[src/hw/rtl/vt52a_pkg.sv]
// Shared types, constants and string tables of the VT52 to ANSI translator.
package vt52a_pkg;

   localparam int CMD_FIFO_DEPTH = 4;

   localparam logic [7:0] CHAR_ESC = 8'h1b;

   // Command kinds passed from the decoder to the expander.
   localparam logic [2:0] K_BYTE = 3'd0;
   localparam logic [2:0] K_ESC1 = 3'd1;
   localparam logic [2:0] K_ESC2 = 3'd2;
   localparam logic [2:0] K_STR  = 3'd3;
   localparam logic [2:0] K_CUP  = 3'd4;

   // Fixed output strings.
   localparam logic [4:0] S_RUBOUT    = 5'd0;
   localparam logic [4:0] S_CLEAR     = 5'd1;
   localparam logic [4:0] S_HOME      = 5'd2;
   localparam logic [4:0] S_INS_LINE  = 5'd3;
   localparam logic [4:0] S_DEL_LINE  = 5'd4;
   localparam logic [4:0] S_ERASE_EOL = 5'd5;
   localparam logic [4:0] S_FLASH     = 5'd6;
   localparam logic [4:0] S_REV_ON    = 5'd7;
   localparam logic [4:0] S_BOLD_ON   = 5'd8;
   localparam logic [4:0] S_BLINK_ON  = 5'd9;
   localparam logic [4:0] S_UL_ON     = 5'd10;
   localparam logic [4:0] S_CUR_ON    = 5'd11;
   localparam logic [4:0] S_SAVE      = 5'd12;
   localparam logic [4:0] S_REV_OFF   = 5'd13;
   localparam logic [4:0] S_ATTR_OFF  = 5'd14;
   localparam logic [4:0] S_BLINK_OFF = 5'd15;
   localparam logic [4:0] S_UL_OFF    = 5'd16;
   localparam logic [4:0] S_CUR_OFF   = 5'd17;
   localparam logic [4:0] S_RESTORE   = 5'd18;

   // One printed coordinate: up to three characters, left aligned.
   typedef struct packed {
      logic [1:0] len;
      logic [7:0] c0;
      logic [7:0] c1;
      logic [7:0] c2;
   } coord_type;

   typedef struct packed {
      logic [2:0] kind;
      logic [4:0] str_sel;
      logic [7:0] ch;
      logic [7:0] prefix;
      coord_type  row;
      coord_type  col;
      logic [3:0] len;
   } cmd_type;

   typedef struct packed {
      logic full;
      logic empty;
   } fifo_stat_type;

   // Strings are left aligned in ten bytes; unused bytes are zero.
   function automatic logic [79:0] str_text(input logic [4:0] sel);
      logic [79:0] t;
      case (sel)
         S_RUBOUT:    t = {"\010 \010", 56'h0};
         S_CLEAR:     t = {"\033[H\033[2J", 24'h0};
         S_HOME:      t = {"\033[H", 56'h0};
         S_INS_LINE:  t = {"\033[L", 56'h0};
         S_DEL_LINE:  t = {"\033[M", 56'h0};
         S_ERASE_EOL: t = {"\033[K", 56'h0};
         S_FLASH:     t = "\033[?5h\033[?5l";
         S_REV_ON:    t = {"\033[7m", 48'h0};
         S_BOLD_ON:   t = {"\033[1m", 48'h0};
         S_BLINK_ON:  t = {"\033[5m", 48'h0};
         S_UL_ON:     t = {"\033[4m", 48'h0};
         S_CUR_ON:    t = {"\033[?25h", 32'h0};
         S_SAVE:      t = {"\033[s", 56'h0};
         S_REV_OFF:   t = {"\033[27m", 40'h0};
         S_ATTR_OFF:  t = {"\033[m", 56'h0};
         S_BLINK_OFF: t = {"\033[25m", 40'h0};
         S_UL_OFF:    t = {"\033[24m", 40'h0};
         S_CUR_OFF:   t = {"\033[?25l", 32'h0};
         S_RESTORE:   t = {"\033[u", 56'h0};
         default:     t = '0;
      endcase
      return t;
   endfunction

   function automatic logic [3:0] str_len(input logic [4:0] sel);
      logic [3:0] n;
      case (sel)
         S_CLEAR:     n = 4'd7;
         S_FLASH:     n = 4'd10;
         S_REV_ON,
         S_BOLD_ON,
         S_BLINK_ON,
         S_UL_ON:     n = 4'd4;
         S_CUR_ON,
         S_CUR_OFF:   n = 4'd6;
         S_REV_OFF,
         S_BLINK_OFF,
         S_UL_OFF:    n = 4'd5;
         default:     n = 4'd3;
      endcase
      return n;
   endfunction

   function automatic logic [7:0] str_byte(input logic [4:0] sel, input logic [3:0] idx);
      logic [79:0] t;
      logic [6:0]  top;
      t   = str_text(sel);
      top = 7'd79 - {idx, 3'b000};
      return t[top -: 8];
   endfunction

   function automatic logic [7:0] coord_char(input coord_type cd, input logic [1:0] j);
      logic [7:0] b;
      case (j)
         2'd0:    b = cd.c0;
         2'd1:    b = cd.c1;
         default: b = cd.c2;
      endcase
      return b;
   endfunction

endpackage

[src/hw/rtl/vt52_to_ansi_translator_core.sv]
// Top level of the VT52 / ADM-3A to ANSI escape translator.
//
//   Port group  Direction  Handshake          Payload
//   req_        in         req_valid/stall    req_char_in
//   rsp_        out        rsp_valid/stall    rsp_out_byte, rsp_last_of_run
//   csr_        in         csr_wr_en          csr_wr_data (bell flash enable)
//
// The decoder takes one input byte per cycle while the command queue has room.
// The expander sends one output byte per cycle unless the output stalls; an input
// expands to a single output byte or to more than one, up to ten.
// The first output byte of an input passes through the queue, the current command and the output register.
// Synchronous reset returns the escape mode to plain text and empties the queue.
// An output stall holds the output register; the queue then fills and stalls the input.

module vt52_to_ansi_translator_core #(
   parameter int FIFO_DEPTH = vt52a_pkg::CMD_FIFO_DEPTH
) (
   input  logic       clock,
   input  logic       reset,
   input  logic       req_valid,
   output logic       req_stall,
   input  logic [7:0] req_char_in,
   output logic       rsp_valid,
   input  logic       rsp_stall,
   output logic [7:0] rsp_out_byte,
   output logic       rsp_last_of_run,
   input  logic       csr_wr_en,
   input  logic       csr_wr_data
);

   vt52a_pkg::fifo_stat_type fifo_stat;
   vt52a_pkg::cmd_type       push_cmd;
   vt52a_pkg::cmd_type       head_cmd;
   logic                     push;
   logic                     pop;

   vt52a_front u_front (
      .clock       (clock),
      .reset       (reset),
      .req_valid   (req_valid),
      .req_stall   (req_stall),
      .req_char_in (req_char_in),
      .csr_wr_en   (csr_wr_en),
      .csr_wr_data (csr_wr_data),
      .fifo_stat   (fifo_stat),
      .push        (push),
      .push_cmd    (push_cmd)
   );

   vt52a_cmd_fifo #(
      .DEPTH (FIFO_DEPTH)
   ) u_fifo (
      .clock    (clock),
      .reset    (reset),
      .push     (push),
      .push_cmd (push_cmd),
      .pop      (pop),
      .head_cmd (head_cmd),
      .stat     (fifo_stat)
   );

   vt52a_back u_back (
      .clock           (clock),
      .reset           (reset),
      .fifo_stat       (fifo_stat),
      .head_cmd        (head_cmd),
      .pop             (pop),
      .rsp_valid       (rsp_valid),
      .rsp_stall       (rsp_stall),
      .rsp_out_byte    (rsp_out_byte),
      .rsp_last_of_run (rsp_last_of_run)
   );

endmodule

[src/hw/rtl/vt52a_front.sv]
// Decoder front end: tracks the escape mode and turns input bytes into commands; some bytes emit none.
module vt52a_front (
   input  logic                    clock,
   input  logic                    reset,
   input  logic                    req_valid,
   output logic                    req_stall,
   input  logic [7:0]              req_char_in,
   input  logic                    csr_wr_en,
   input  logic                    csr_wr_data,
   input  vt52a_pkg::fifo_stat_type fifo_stat,
   output logic                    push,
   output vt52a_pkg::cmd_type      push_cmd
);

   localparam logic [3:0] M_PLAIN    = 4'd0;
   localparam logic [3:0] M_ESC      = 4'd1;
   localparam logic [3:0] M_ROW      = 4'd2;
   localparam logic [3:0] M_COL      = 4'd3;
   localparam logic [3:0] M_ATTR_ON  = 4'd4;
   localparam logic [3:0] M_ATTR_OFF = 4'd5;
   localparam logic [3:0] M_ARG_A    = 4'd6;
   localparam logic [3:0] M_ARG_B    = 4'd7;
   localparam logic [3:0] M_ARG_C    = 4'd8;

   logic [3:0] mode_ff, mode_in;
   logic [7:0] row_ff, row_in;
   logic       flash_ff, flash_in;
   logic       accept;
   logic       emit;
   logic [2:0] kind;
   logic [4:0] sel;
   vt52a_pkg::coord_type row_cd, col_cd;

   // Prints byte - 31 as signed decimal without leading zeros.
   function automatic vt52a_pkg::coord_type to_coord(input logic [7:0] b);
      vt52a_pkg::coord_type cd;
      logic        neg;
      logic [7:0]  mag;
      logic [1:0]  hund;
      logic [7:0]  rem8;
      logic [6:0]  rem;
      logic [14:0] prod;
      logic [3:0]  tens;
      logic [6:0]  tens_x10;
      logic [3:0]  ones;
      logic [7:0]  ch_h, ch_t, ch_o;
      neg = (b < 8'd31);
      mag = neg ? (8'd31 - b) : (b - 8'd31);
      if (mag >= 8'd200) begin
         hund = 2'd2;
         rem8 = mag - 8'd200;
      end else if (mag >= 8'd100) begin
         hund = 2'd1;
         rem8 = mag - 8'd100;
      end else begin
         hund = 2'd0;
         rem8 = mag;
      end
      rem = rem8[6:0];
      // Multiply by the reciprocal of ten; exact for values below 100.
      prod     = {8'h00, rem} * 15'd205;
      tens     = prod[14:11];
      tens_x10 = {3'b000, tens} * 7'd10;
      ones     = 4'(rem - tens_x10);
      ch_h = 8'h30 + {6'h00, hund};
      ch_t = 8'h30 + {4'h0, tens};
      ch_o = 8'h30 + {4'h0, ones};
      cd = '0;
      if (neg) begin
         cd.c0 = "-";
         if (tens != 4'd0) begin
            cd.len = 2'd3;
            cd.c1  = ch_t;
            cd.c2  = ch_o;
         end else begin
            cd.len = 2'd2;
            cd.c1  = ch_o;
         end
      end else if (hund != 2'd0) begin
         cd.len = 2'd3;
         cd.c0  = ch_h;
         cd.c1  = ch_t;
         cd.c2  = ch_o;
      end else if (tens != 4'd0) begin
         cd.len = 2'd2;
         cd.c0  = ch_t;
         cd.c1  = ch_o;
      end else begin
         cd.len = 2'd1;
         cd.c0  = ch_o;
      end
      return cd;
   endfunction

   assign accept    = req_valid && !fifo_stat.full;
   assign req_stall = fifo_stat.full;
   assign row_cd    = to_coord(row_ff);
   assign col_cd    = to_coord(req_char_in);
   assign flash_in  = csr_wr_en ? csr_wr_data : flash_ff;

   always_comb begin
      mode_in = mode_ff;
      row_in  = row_ff;
      emit    = 1'b0;
      kind    = vt52a_pkg::K_BYTE;
      sel     = vt52a_pkg::S_RUBOUT;
      if (accept) begin
         case (mode_ff)
            M_PLAIN: begin
               if (req_char_in == 8'h07 && flash_ff) begin
                  emit = 1'b1;
                  kind = vt52a_pkg::K_STR;
                  sel  = vt52a_pkg::S_FLASH;
               end else begin
                  case (req_char_in)
                     8'h7f: begin
                        emit = 1'b1;
                        kind = vt52a_pkg::K_STR;
                        sel  = vt52a_pkg::S_RUBOUT;
                     end
                     8'h1a, 8'h0c: begin
                        emit = 1'b1;
                        kind = vt52a_pkg::K_STR;
                        sel  = vt52a_pkg::S_CLEAR;
                     end
                     8'h1e: begin
                        emit = 1'b1;
                        kind = vt52a_pkg::K_STR;
                        sel  = vt52a_pkg::S_HOME;
                     end
                     8'h1b: mode_in = M_ESC;
                     8'h01: mode_in = M_ROW;
                     8'h02: begin
                        emit = 1'b1;
                        kind = vt52a_pkg::K_STR;
                        sel  = vt52a_pkg::S_INS_LINE;
                     end
                     8'h03: begin
                        emit = 1'b1;
                        kind = vt52a_pkg::K_STR;
                        sel  = vt52a_pkg::S_DEL_LINE;
                     end
                     8'h18, 8'h05: begin
                        emit = 1'b1;
                        kind = vt52a_pkg::K_STR;
                        sel  = vt52a_pkg::S_ERASE_EOL;
                     end
                     8'h12, 8'h13: emit = 1'b0;
                     default: begin
                        emit = 1'b1;
                        kind = vt52a_pkg::K_BYTE;
                     end
                  endcase
               end
            end
            M_ESC: begin
               case (req_char_in)
                  8'h1b: begin
                     emit = 1'b1;
                     kind = vt52a_pkg::K_BYTE;
                  end
                  "=", "Y": mode_in = M_ROW;
                  "E": begin
                     emit = 1'b1;
                     kind = vt52a_pkg::K_STR;
                     sel  = vt52a_pkg::S_INS_LINE;
                  end
                  "R": begin
                     emit = 1'b1;
                     kind = vt52a_pkg::K_STR;
                     sel  = vt52a_pkg::S_DEL_LINE;
                  end
                  "B": mode_in = M_ATTR_ON;
                  "C": mode_in = M_ATTR_OFF;
                  "L", "D": mode_in = M_ARG_A;
                  "*", " ": mode_in = M_ARG_C;
                  default: begin
                     mode_in = M_PLAIN;
                     emit    = 1'b1;
                     kind    = vt52a_pkg::K_ESC1;
                  end
               endcase
            end
            M_ROW: begin
               row_in  = req_char_in;
               mode_in = M_COL;
            end
            M_COL: begin
               mode_in = M_PLAIN;
               emit    = 1'b1;
               kind    = vt52a_pkg::K_CUP;
            end
            M_ATTR_ON: begin
               mode_in = M_PLAIN;
               emit    = 1'b1;
               kind    = vt52a_pkg::K_STR;
               case (req_char_in)
                  "0": sel = vt52a_pkg::S_REV_ON;
                  "1": sel = vt52a_pkg::S_BOLD_ON;
                  "2": sel = vt52a_pkg::S_BLINK_ON;
                  "3": sel = vt52a_pkg::S_UL_ON;
                  "4": sel = vt52a_pkg::S_CUR_ON;
                  "6": sel = vt52a_pkg::S_SAVE;
                  "5", "7": emit = 1'b0;
                  default: kind = vt52a_pkg::K_ESC2;
               endcase
            end
            M_ATTR_OFF: begin
               mode_in = M_PLAIN;
               emit    = 1'b1;
               kind    = vt52a_pkg::K_STR;
               case (req_char_in)
                  "0": sel = vt52a_pkg::S_REV_OFF;
                  "1": sel = vt52a_pkg::S_ATTR_OFF;
                  "2": sel = vt52a_pkg::S_BLINK_OFF;
                  "3": sel = vt52a_pkg::S_UL_OFF;
                  "4": sel = vt52a_pkg::S_CUR_OFF;
                  "6": sel = vt52a_pkg::S_RESTORE;
                  "5", "7": emit = 1'b0;
                  default: kind = vt52a_pkg::K_ESC2;
               endcase
            end
            M_ARG_A, M_ARG_B, M_ARG_C: mode_in = mode_ff + 4'd1;
            default: mode_in = M_PLAIN;
         endcase
      end
   end

   always_comb begin
      push_cmd         = '0;
      push_cmd.kind    = kind;
      push_cmd.str_sel = sel;
      push_cmd.ch      = req_char_in;
      push_cmd.prefix  = (mode_ff == M_ATTR_ON) ? 8'h42 : 8'h43;
      push_cmd.row     = row_cd;
      push_cmd.col     = col_cd;
      case (kind)
         vt52a_pkg::K_BYTE: push_cmd.len = 4'd1;
         vt52a_pkg::K_ESC1: push_cmd.len = 4'd2;
         vt52a_pkg::K_ESC2: push_cmd.len = 4'd3;
         vt52a_pkg::K_STR:  push_cmd.len = vt52a_pkg::str_len(sel);
         vt52a_pkg::K_CUP:  push_cmd.len = 4'd4 + {2'b00, row_cd.len} + {2'b00, col_cd.len};
         default:           push_cmd.len = 4'd1;
      endcase
   end

   assign push = accept && emit;

   always_ff @(posedge clock) begin
      if (reset) begin
         mode_ff  <= M_PLAIN;
         flash_ff <= 1'b0;
      end else begin
         mode_ff  <= mode_in;
         flash_ff <= flash_in;
      end
      row_ff <= row_in;
   end

endmodule

[src/hw/rtl/vt52a_cmd_fifo.sv]
// Short command queue between the decoder and the byte expander.
module vt52a_cmd_fifo #(
   parameter int DEPTH = vt52a_pkg::CMD_FIFO_DEPTH
) (
   input  logic                     clock,
   input  logic                     reset,
   input  logic                     push,
   input  vt52a_pkg::cmd_type       push_cmd,
   input  logic                     pop,
   output vt52a_pkg::cmd_type       head_cmd,
   output vt52a_pkg::fifo_stat_type stat
);

   localparam int PTR_W = (DEPTH > 1) ? $clog2(DEPTH) : 1;
   localparam int CNT_W = $clog2(DEPTH + 1);
   localparam logic [PTR_W-1:0] LAST_PTR = PTR_W'(DEPTH - 1);

   vt52a_pkg::cmd_type entries [DEPTH];
   logic [PTR_W-1:0] wr_ptr_ff, wr_ptr_in;
   logic [PTR_W-1:0] rd_ptr_ff, rd_ptr_in;
   logic [CNT_W-1:0] count_ff, count_in;

   assign stat.full  = (count_ff == CNT_W'(DEPTH));
   assign stat.empty = (count_ff == '0);
   assign head_cmd   = entries[rd_ptr_ff];

   always_comb begin
      wr_ptr_in = wr_ptr_ff;
      rd_ptr_in = rd_ptr_ff;
      count_in  = count_ff;
      if (push) begin
         wr_ptr_in = (wr_ptr_ff == LAST_PTR) ? '0 : wr_ptr_ff + PTR_W'(1);
      end
      if (pop) begin
         rd_ptr_in = (rd_ptr_ff == LAST_PTR) ? '0 : rd_ptr_ff + PTR_W'(1);
      end
      case ({push, pop})
         2'b10:   count_in = count_ff + CNT_W'(1);
         2'b01:   count_in = count_ff - CNT_W'(1);
         default: count_in = count_ff;
      endcase
   end

   always_ff @(posedge clock) begin
      if (reset) begin
         wr_ptr_ff <= '0;
         rd_ptr_ff <= '0;
         count_ff  <= '0;
      end else begin
         wr_ptr_ff <= wr_ptr_in;
         rd_ptr_ff <= rd_ptr_in;
         count_ff  <= count_in;
      end
      if (push) begin
         entries[wr_ptr_ff] <= push_cmd;
      end
   end

endmodule

[src/hw/rtl/vt52a_back.sv]
// Byte expander: walks each queued command and sends its bytes through an output register.
module vt52a_back (
   input  logic                     clock,
   input  logic                     reset,
   input  vt52a_pkg::fifo_stat_type fifo_stat,
   input  vt52a_pkg::cmd_type       head_cmd,
   output logic                     pop,
   output logic                     rsp_valid,
   input  logic                     rsp_stall,
   output logic [7:0]               rsp_out_byte,
   output logic                     rsp_last_of_run
);

   vt52a_pkg::cmd_type cur_ff, cur_in;
   logic       cur_vld_ff, cur_vld_in;
   logic [3:0] idx_ff, idx_in;
   logic       out_vld_ff, out_vld_in;
   logic [7:0] out_byte_ff, out_byte_in;
   logic       out_last_ff, out_last_in;
   logic       out_free;
   logic       emit;
   logic       is_last;
   logic       cur_done;
   logic [7:0] cur_byte;

   function automatic logic [7:0] byte_at(input vt52a_pkg::cmd_type cmd, input logic [3:0] i);
      logic [7:0] b;
      logic [3:0] semi;
      logic [3:0] col_end;
      logic [3:0] rel;
      semi    = 4'd2 + {2'b00, cmd.row.len};
      col_end = semi + 4'd1 + {2'b00, cmd.col.len};
      rel     = 4'd0;
      case (cmd.kind)
         vt52a_pkg::K_BYTE: b = cmd.ch;
         vt52a_pkg::K_ESC1: b = (i == 4'd0) ? vt52a_pkg::CHAR_ESC : cmd.ch;
         vt52a_pkg::K_ESC2: begin
            case (i)
               4'd0:    b = vt52a_pkg::CHAR_ESC;
               4'd1:    b = cmd.prefix;
               default: b = cmd.ch;
            endcase
         end
         vt52a_pkg::K_STR: b = vt52a_pkg::str_byte(cmd.str_sel, i);
         vt52a_pkg::K_CUP: begin
            // Layout is ESC [ row ; col H with variable-length row and column text.
            if (i == 4'd0) begin
               b = vt52a_pkg::CHAR_ESC;
            end else if (i == 4'd1) begin
               b = "[";
            end else if (i < semi) begin
               rel = i - 4'd2;
               b   = vt52a_pkg::coord_char(cmd.row, rel[1:0]);
            end else if (i == semi) begin
               b = ";";
            end else if (i < col_end) begin
               rel = i - semi - 4'd1;
               b   = vt52a_pkg::coord_char(cmd.col, rel[1:0]);
            end else begin
               b = "H";
            end
         end
         default: b = cmd.ch;
      endcase
      return b;
   endfunction

   assign out_free = !out_vld_ff || !rsp_stall;
   assign emit     = out_free && cur_vld_ff;
   assign is_last  = (idx_ff == cur_ff.len - 4'd1);
   assign cur_done = emit && is_last;
   assign pop      = !fifo_stat.empty && (!cur_vld_ff || cur_done);
   assign cur_byte = byte_at(cur_ff, idx_ff);

   always_comb begin
      cur_in      = cur_ff;
      cur_vld_in  = cur_vld_ff;
      idx_in      = idx_ff;
      out_vld_in  = out_vld_ff;
      out_byte_in = out_byte_ff;
      out_last_in = out_last_ff;
      if (pop) begin
         cur_in     = head_cmd;
         cur_vld_in = 1'b1;
         idx_in     = 4'd0;
      end else if (cur_done) begin
         cur_vld_in = 1'b0;
      end else if (emit) begin
         idx_in = idx_ff + 4'd1;
      end
      if (out_free) begin
         out_vld_in  = emit;
         out_byte_in = cur_byte;
         out_last_in = is_last;
      end
   end

   always_ff @(posedge clock) begin
      if (reset) begin
         cur_vld_ff <= 1'b0;
         out_vld_ff <= 1'b0;
      end else begin
         cur_vld_ff <= cur_vld_in;
         out_vld_ff <= out_vld_in;
      end
      cur_ff      <= cur_in;
      idx_ff      <= idx_in;
      out_byte_ff <= out_byte_in;
      out_last_ff <= out_last_in;
   end

   assign rsp_valid       = out_vld_ff;
   assign rsp_out_byte    = out_byte_ff;
   assign rsp_last_of_run = out_last_ff;

endmodule

[config.mk]
export PLATFORM = sky130hd
export DESIGN_NAME = vt52_to_ansi_translator_core
export DESIGN_NICKNAME = d
export VERILOG_FILES = /design/src/hw/rtl/vt52a_pkg.sv /design/src/hw/rtl/vt52_to_ansi_translator_core.sv /design/src/hw/rtl/vt52a_front.sv /design/src/hw/rtl/vt52a_cmd_fifo.sv /design/src/hw/rtl/vt52a_back.sv
export SDC_FILE = /design/constraint.sdc
export NUM_CORES = 1
export LEC_CHECK = 0
export ABC_AREA = 1
export ABC_CLOCK_PERIOD_IN_PS = 8500
export BUFFER_PORTS_ARGS = -buffer_cell sky130_fd_sc_hd__buf_2
export CAP_MARGIN = 10
export CORE_ASPECT_RATIO = 1.75
export CORE_MARGIN = 5
export CORE_UTILIZATION = 50
export DETAILED_ROUTE_END_ITERATION = 16
export PLACE_DENSITY = 0.77
export SLEW_MARGIN = 20
export SYNTH_ARGS = -nofsm -noshare
export SYNTH_HDL_FRONTEND = slang
export SYNTH_SLANG_ARGS = --single-unit
[constraint.sdc]
create_clock -name clock -period 8.5 [get_ports clock]
set_clock_uncertainty 0.15 [all_clocks]
set_input_delay 0.85 -clock clock [delete_from_list [all_inputs] [get_ports clock]]
set_output_delay 0.85 -clock clock [all_outputs]
set_load 0.1 [all_outputs]
# [Word-level counts from Yosys, hierarchy flattened]
# Memories as Yosys holds them, arrays and structs flattened. A register that Yosys moved wholly into a read port is not among the register bits.
# Cells that the tools add are included.
[word_totals] ff_bits=43 n_memories=3 in_bits=14 output_inout_bits=11 wordCells=230 ramBits=292 mem_bits_ro=1952
[op_classes] n_addsub=32 reduce_logical=42 bitwise_logic=1 n_mul=4 shift=1 order_cmp=8 muxes=67 n_eq_ne=60
[memory_table] memory="(name not given)" words=32 width=57 rd=1 rd_clocked_by_memory_dff=0 wr=0 line_no="vt52a_pkg.sv:62" text="case (sel)"
[memory_table] memory="u_fifo.entries" words=4 width=73 rd=1 rd_clocked_by_memory_dff=1 wr=1 line_no="vt52a_cmd_fifo.sv:18" text="vt52a_pkg::cmd_type entries [DEPTH];"
[memory_table] memory="(name not given)" words=32 width=4 rd=1 rd_clocked_by_memory_dff=0 wr=0 line_no="vt52a_pkg.sv:89" text="case (sel)"
[op_table] cell="two-way mux 8 bit" n=14
[op_table] cell="== test 8 x 6 -> 1 bit, second input constant" n=11
[op_table] cell="variable part select 87 x 8 -> 8 bit" n=1
[op_table] cell="two-way mux 80 bit" n=1
[op_table] cell="== test 8 x 7 -> 1 bit, second input constant" n=8
[op_table] cell="two-way mux 26 bit" n=2
[op_table] cell="== test 8 x 5 -> 1 bit, second input constant" n=6
[op_table] cell="case mux 4 bit (6 select lines)" n=2
[op_table] cell="case mux 8 bit (2 select lines)" n=3
[op_table] cell="two-way mux 18 bit" n=2
[op_table] cell="case mux 4 bit (4 select lines)" n=2
[op_table] cell="case mux 8 bit (4 select lines)" n=1
[op_table] cell="multiplier 7 x 8 -> 15 bit, second input constant" n=2
[op_table] cell="case mux 5 bit (6 select lines)" n=1
[op_table] cell="adder 6 x 4 -> 7 bit, first input constant" n=4
[op_table] cell="two-way mux 7 bit" n=4
[op_table] cell="subtractor 7 bit, second input constant" n=4
[op_table] cell="OR reduction 8 bit" n=3
[op_table] cell="two-way mux 10 bit" n=2
[op_table] cell="case mux 5 bit (4 select lines)" n=1
[op_table] cell="== test 4 x 3 -> 1 bit, second input constant" n=4
[op_table] cell="== test 8 x 2 -> 1 bit, second input constant" n=2
[op_table] cell="== test 8 x 3 -> 1 bit, second input constant" n=2
[op_table] cell="greater-or-equal comparator 8 x 7 -> 1 bit, second input constant" n=2
[op_table] cell="other kinds (62)" n=131

# [Longest topological paths before layout]
# Gate-level depths: netlist of run 1.
[logic_depth] ltp_word=15 mapped_depth=45 depth_no_buf=45

# [Hierarchy]
# Synthesis of run 1 repeated with hierarchy kept, for this count alone.
[hier_totals] cells_unflattened=2323 area_unflattened_um2=23749.0
[by_module_without_submodules] module="vt52a_cmd_fifo" area_each_um2=12283.0 seq_area_each_um2=9789.4 cells_each=834 n_inst=1
[by_module_without_submodules] module="vt52a_back" area_each_um2=5920.7 seq_area_each_um2=3353.2 cells_each=609 n_inst=1
[by_module_without_submodules] module="vt52a_front" area_each_um2=5545.3 seq_area_each_um2=340.3 cells_each=880 n_inst=1

# [Worst setup path before layout of run 1]
# Ideal clock, no wire load.
[synth_timing] kind="input to register" from="in req_char_in[0]" to="mem u_fifo.entries[0][1] (netlist bit) (data pin)" slack_ns=1.169 path_stages=36 setup_time_ns=0.285 path_buffers=1 required_time_ns=8.065 arrival_ns=6.896 cell_sequence="ha_1 -> inv_1 -> nand2_1 -> xor2_1 -> inv_1 -> ha_1 -> nand3_1 -> nand4_1 -> nand2_1 -> clkbuf_1 -> nand3_1 -> nand2_1 -> nor2_1 -> a21oi_1 -> ha_1 -> ha_1 -> fa_1 -> inv_1 -> fa_1 -> inv_1 -> ha_1 -> nand2_1 -> nor2_1 -> nand2_1 -> a21oi_1 -> a2111oi_0 -> nand3b_1 -> nand2_2 -> nand3_4 -> nor2_8 -> inv_4 -> a21oi_1 -> ha_1 -> fa_1 -> nand2_1 -> o211ai_1"
[synth_rtl] element="from (decl)" line_no="vt52_to_ansi_translator_core.sv:22" text="input logic [7:0] req_char_in,"
[synth_rtl] element="to (decl)" line_no="vt52a_cmd_fifo.sv:18"

==> impl_results.md, run 1 <==
* Status: finished, final reports clean
* Vias in the first global route at 13.30k
* DRT Pass-1 Iters at 5
* Placed insts at 2,276
* Layout cells sized above 1 at 9.350%
* Clock Sinks at 300
* Synth Warn # at 0
* Asr flop ratio synth at 0%
* Worst r2r src: u_front.row_ff[1]$_DFFE_PP_
* Final Hold Viols at 0
* DRT Wirelength at 41,110 um
* Synthesized area per cell at 9.537 um^2
* VDD IR max at 0.3473 mV
* EDFF count, synth at 282
* Cts repair resizes at 0
* Hold buffers post-CTS at 0
* Worst setup SP type: primary input
* Final #Nets at around 2k
* Global-route wire length before repair at 65,770 um
* Crit path top cell by count: inv_1
* H-tree levels at 1
* Core Footprint at 34,460 um^2
* Worst path slowest cell: fa_1
* GP Congestion at 0.9671
* Worst-path fanout max at 18
* Period utilisation layout at 91.41%
* TritonCTS buffer count at 26
* Horiz. Die Dim at 151.2 um
* Commonest non-fill, non-tap cell in the layout: edfxtp_1
* Tot Pwr at 6.541 mW
* Leak Pwr at 7.859 nW
* Minimum clock period at between 7 and 8 ns
* # IOs at 25
* Most frequent cells in the layout: edfxtp_1 (282), nand2_1 (262), inv_1 (238)
* Drt drc at 0
* FMAX at 0.1287 GHz
* Grt total ovfl at 0
* Hold path depth at 2
* Vias at 13.09k
* WP data arrival at 7.86 ns
* Routed length per instance at 17.71 um
* CTS tree: built
* R2R setup slack at 0.78 ns
* Reg2reg end: u_fifo.entries[0][1]$_DFFE_PP_
* Setup Buffers After CTS at 0
* Post-synthesis sequential area ratio at 50.64%
* PD cells at 346.0 nW/um^2
* Row cnt at 90
* Crit path largest cell delay at 0.56 ns
* Fin cells at roughly 2.3k
* Initial antenna violation count at 0
* Syn nets at 1,981
* Final Max Tran Viols at 0
* Maximum buffer depth of the clock tree at 3
* Layout area overhead at 8.454%
* Cell variety after synth at 64
* Worst hold endpoint: u_fifo.count_ff[0]$_SDFFE_PP0P_
* Die Span Y at 257.0 um
* Antenna Nets Post-Route at 0
* CP Capture Type: register
* Mapped Cells at around 1.8k
* Cell Area, Placed at approximately 18,000 um^2
* Final worst setup slack at 0.7301 ns
* Diode count at 0
* Largest net degree at the start of global routing at between 80 and 90
* Final instance area at 18,910 um^2
* Slew margin rel. at 31.16%
* Crit path kind: primary input to register
* Filler Cells Inserted at 2,999
* Skew-Pair Late Insertion Delay at ~0.54 ns
* Placement Setup Slack at ~0.25 ns
* Synthesized area at 17,430 um^2
* Post-route setup TNS at 0 ns
* Worst-path clk slew at 0.06 ns
* Most used DFF post-synth: edfxtp_1
* Die Area at 38,850 um^2
* DP HPWL at ~30,000 um
* Finish-stage setup viols at 0
* CTS root buf: clkbuf_16
* Tightest Hold Check Type: register to register
* PortBufs at 24
* Worst Reg2Reg Path Length in Cells at 36
* Total GRT Usage at roughly a fifth
* Worst Tran Pin Value at 1.027 ns
* Hold Crit Start: u_fifo.count_ff[0]$_SDFFE_PP0P_
* Critical Path RT at about 8.6 ns
* Vias per std cell at approximately 5.6
* Setup repair after global routing missed its margin: false
* Initial Utilization at about half
* DR iter-0 viols at 834
* FF+latch count, synth at 300
* Max Cap Viol at 0
[how the worst max path moves through the flow]
stage,cells after the start,from,endpoint,slack [ns]
6_report,39,req_char_in[1],u_fifo.entries[0][1]$_DFFE_PP_,0.73
5_1_grt,37,req_char_in[1],u_fifo.entries[3][1]$_DFFE_PP_,0.06
4_1_cts,36,u_front.row_ff[1]$_DFFE_PP_,u_fifo.entries[0][1]$_DFFE_PP_,0.70
3_5_place_dp,39,req_char_in[1],u_fifo.entries[2][1]$_DFFE_PP_,0.25
3_3_place_gp,39,req_char_in[1],u_fifo.entries[2][1]$_DFFE_PP_,0.41
2_1_floorplan,36,req_char_in[0],u_fifo.entries[0][1]$_DFFE_PP_,1.17
[worst max-delay path: cells and delay by family]
family          cells  cell delay [ns]
compound gates      6             1.46
xor+xnor            2             0.51
fa+ha+maj           8             2.76
buf+inv             9             0.70
simple gates       14             1.54
[logic make-up (layout without fill, tap and decap cells)]
group                    count (synthesis)  in the layout  synth area share [%]
adder cells (fa/ha/maj)                139            139                 10.88
buffers and inverters                  310            343                 6.911
AND/OR/NAND/NOR                        672            672                 17.42
flip-flops                             300            300                 50.64
XOR/XNOR                                24             24                 1.335
multiplexers                             1              1               0.05742
AO/OA/AOI/OAI                          382            382                 12.75
[layer usage]
| layer | global-route usage (%) | vias up | part of all wire [%] |
|---|---|---|---|
| met1 | 22.54 | 6241 | 36 |
| li1 | - | 6314 | - |
| met5 | 0 | - | 0 |
| met4 | 10.89 | 0 | 5.1 |
| met2 | 40.39 | 419 | 55 |
| met3 | 1.849 | 117 | 4.3 |
[where the power goes]
group / total, mW / switching [mW] / internal, mW
registers: 2.35 / 0.178 / 2.17
logic: 3.02 / 2.10 / 0.912
clock network: 1.18 / 0.509 / 0.670
[registers in the layout (all words and copies together) (netlist names)]
register / cells
u_front.flash_ff: 1
u_back.rsp_last_of_run: 1
u_front.mode_ff: 4
u_fifo.count_ff: 3
u_back.cur_vld_ff: 1
u_fifo.entries: 212
u_front.row_ff: 8
u_back.cur_ff: 53
u_fifo.wr_ptr_ff: 2
u_back.rsp_valid: 1
u_back.rsp_out_byte: 8
u_back.idx_ff: 4
u_fifo.rd_ptr_ff: 2
[metrics by stage]
| step | util, % | hold slack (ns) |
|---|---|---|
| floorplan | - | 0.2863 |
| global placement | 52.44 | 0.2924 |
| detailed placement | 52.44 | 0.3064 |
| CTS | 54.87 | 0.3156 |
| global route | 54.87 | 0.3439 |
| finish | 54.87 | 0.3114 |
[synthesized netlist by cell type, drive strengths merged, types with 6 or more instances]
| master | number | area [um^2] |
|---|---|---|
| a211oi | 11 | 82.58 |
| a21oi | 63 | 315.3 |
| a31oi | 14 | 87.58 |
| buf | 6 | 52.55 |
| clkbuf | 48 | 180.2 |
| dfxtp | 18 | 360.4 |
| edfxtp | 282 | 8468 |
| fa | 21 | 420.4 |
| ha | 118 | 1476 |
| inv | 252 | 955.9 |
| nand2 | 288 | 1166 |
| nand3 | 84 | 508.0 |
| nand4 | 20 | 137.6 |
| nor2 | 248 | 1038 |
| nor3 | 19 | 95.09 |
| o211ai | 11 | 82.58 |
| o21ai | 181 | 928.4 |
| o22ai | 58 | 362.9 |
| o31ai | 9 | 67.56 |
| xnor2 | 11 | 103.9 |
| xor2 | 13 | 128.9 |
[area by class of cell]
class                      count  area, um^2  share of cell area (%)
clock inverter                15       152.6                  0.8073
multi-input combinational   1218        7436                   39.33
sequential                   300        8830                   46.70
tap                          460       575.6                   3.044
inverter                     256       972.2                   5.142
timing repair buffer          42       255.2                   1.350
clock buffer                  30       686.9                   3.633
Power figures use the tool's default switching activity.
==> inputs of run 2 (changes only) <==
Settings changed: MAX_ROUTING_LAYER set to met4.
==> impl_results.md, run 2 (synthesis gave the netlist of run 1 again) <==
* Period utilisation layout at about 92%
* Horiz. Die Dim at 151.2 um
* Worst-path fanout max at 16
* Clock Sinks at 300
* GP Congestion at about 1
* TritonCTS buffer count at 25
* Commonest non-fill, non-tap cell in the layout: edfxtp_1
* Max reg flops at about 210
* Die Area at 38,850 um^2
* R2R setup slack at between 0.6 and 0.7 ns
* CTS tree: built
* Post-layout util at 54.82%
* DP HPWL at 30,190 um
* Critical Path RT at 8.58 ns
* DR iter-0 viols at 971
* Row cnt at 90
* Setup repair after global routing missed its margin: false
* Routed length per instance at 18.05 um
* Maximum buffer depth of the clock tree at 3
* Worst setup SP type: register
* DRT Pass-1 Iters at 5
* Die Span Y at 257.0 um
* Final Max Tran Viols at 0
* Worst r2r src: u_front.row_ff[1]$_DFFE_PP_
* Post-route setup TNS at 0 ns
* DRT Wirelength at 41,860 um
* Worst hold endpoint: u_fifo.count_ff[0]$_SDFFE_PP0P_
* Hold Crit Start: u_fifo.count_ff[0]$_SDFFE_PP0P_
* Layout cells sized above 1 at a little over 9%
* Cell Area, Placed at 18,050 um^2
* Leak Pwr at about 8 nW
* Filler Cells Inserted at 3,001
* Total GRT Usage at 22.01%
* Top sig layer: met4
* CTS root buf: clkbuf_16
* Diode count at 0
* Initial antenna violation count at 0
* Met3 WL at 1496 um
* Final Hold Viols at 0
* Global-route wire length before repair at 66,120 um
* # IOs at 25
* H-tree levels at 1
* Most frequent cells in the layout: edfxtp_1 (282), nand2_1 (262), inv_1 (238)
* Status: finished, final reports clean
* Crit path kind: register to register
* Vias per std cell at 5.623
* Initial Utilization at 50.60%
* Met2 WL at 23,130 um
* Worst path slowest cell: fa_1
* Skew-Pair Late Insertion Delay at roughly 0.53 ns
* Met1 wire length at 14,930 um
* PortBufs at 24
* VDD IR max at 0.3166 mV
* Worst Reg2Reg Path Length in Cells at 36
* Grt total ovfl at 0
* WP data arrival at 7.93 ns
* Antenna Nets Post-Route at 0
* Core Footprint at 34,460 um^2
* Crit path top cell by count: ha_1
* Hold buffers post-CTS at 0
* Largest net degree at the start of global routing at 101
* Reg2reg end: u_fifo.entries[2][1]$_DFFE_PP_
* Regs by FF count: u_fifo.entries: 212 flops, u_back.cur_ff: 53 flops
* Setup Buffers After CTS at 0
* Tightest Hold Check Type: register to register
* Biggest register: u_fifo.entries
* Vias at 13.04k
* Max Cap Viol at 0
* PD cells at about 350 nW/um^2
* CP Capture Type: register
* Crit path largest cell delay at 0.48 ns
* Final #Nets at 1,994
* FMAX at 0.1275 GHz
* Final instance area at 18,890 um^2
* Layout area overhead at 8.354%
* Finish-stage setup viols at 0
* Drt drc at 0
* Hold path depth at 2
* Vias in the first global route at 13.34k
* Minimum clock period at 7.843 ns
* Slew margin rel. at 32.23%
* Worst Tran Pin Value at 1.016 ns
* Worst-path clk slew at about 0.07 ns
-- run 2: per-stage QoR --
| stage | power, mW | std cells | worst slack (ns) | hold WS [ns] |
|---|---|---|---|---|
| 2_1_floorplan | 4.551 | 1828 | 1.169 | 0.2863 |
| 3_3_place_gp | 5.253 | 2274 | 0.3801 | 0.2928 |
| 3_5_place_dp | 5.344 | 2274 | 0.1043 | 0.3131 |
| 4_1_cts | 6.528 | 2319 | 0.6260 | 0.3212 |
| 5_1_grt | 6.977 | 2319 | 0.07065 | 0.3483 |
| 6_report | 6.518 | 2319 | 0.6567 | 0.3169 |
-- run 2: repair_timing --
action,CTS,global route
resized for setup,0,1
hold endpoints to repair,0,0
endpoints found under the setup margin,0,4
-- run 2: where the power goes --
part	switching, mW	internal, mW
clock	0.515	0.662
combinational	2.11	0.902
sequential	0.163	2.17
-- run 2: critical path, delay by kind of cell, from the launching register on --
kind	cells	cell delay, ns
buffers and inverters	5	0.78
DFF	1	0.41
and+or+nand+nor	15	1.85
adders and majority gates	9	3.04
AOI/OAI and AO/OA	7	1.29
-- run 2: cell type report --
cell class / count / area, um^2 / area share (%)
Clock buffer: 32 / 681.9 / 3.610
Tap cell: 460 / 575.6 / 3.047
Multi-Input combinational cell: 1218 / 7437 / 39.37
Sequential cell: 300 / 8830 / 46.74
Timing Repair Buffer: 40 / 240.2 / 1.272
Inverter: 256 / 972.2 / 5.146
Clock inverter: 13 / 153.9 / 0.8147
-- run 2: worst max-delay path by stage --
| stage | startpoint | endpoint |
|---|---|---|
| final | u_front.row_ff[1]$_DFFE_PP_ | u_fifo.entries[2][1]$_DFFE_PP_ |
| after global routing | u_front.row_ff[1]$_DFFE_PP_ | u_fifo.entries[1][1]$_DFFE_PP_ |
| after CTS | req_char_in[1] | u_fifo.entries[1][1]$_DFFE_PP_ |
| after detailed placement | req_char_in[1] | u_fifo.entries[1][1]$_DFFE_PP_ |
| after global placement | req_char_in[1] | u_fifo.entries[2][1]$_DFFE_PP_ |
| after floorplan | req_char_in[0] | u_fifo.entries[0][1]$_DFFE_PP_ |
-- run 2: metal layers --
metal / vias up / GRT usage, %
li1: 6314 / -
met4: 0 / 11.62
met2: 375 / 41.10
met5: - / -
met3: 121 / 1.637
met1: 6230 / 22.40
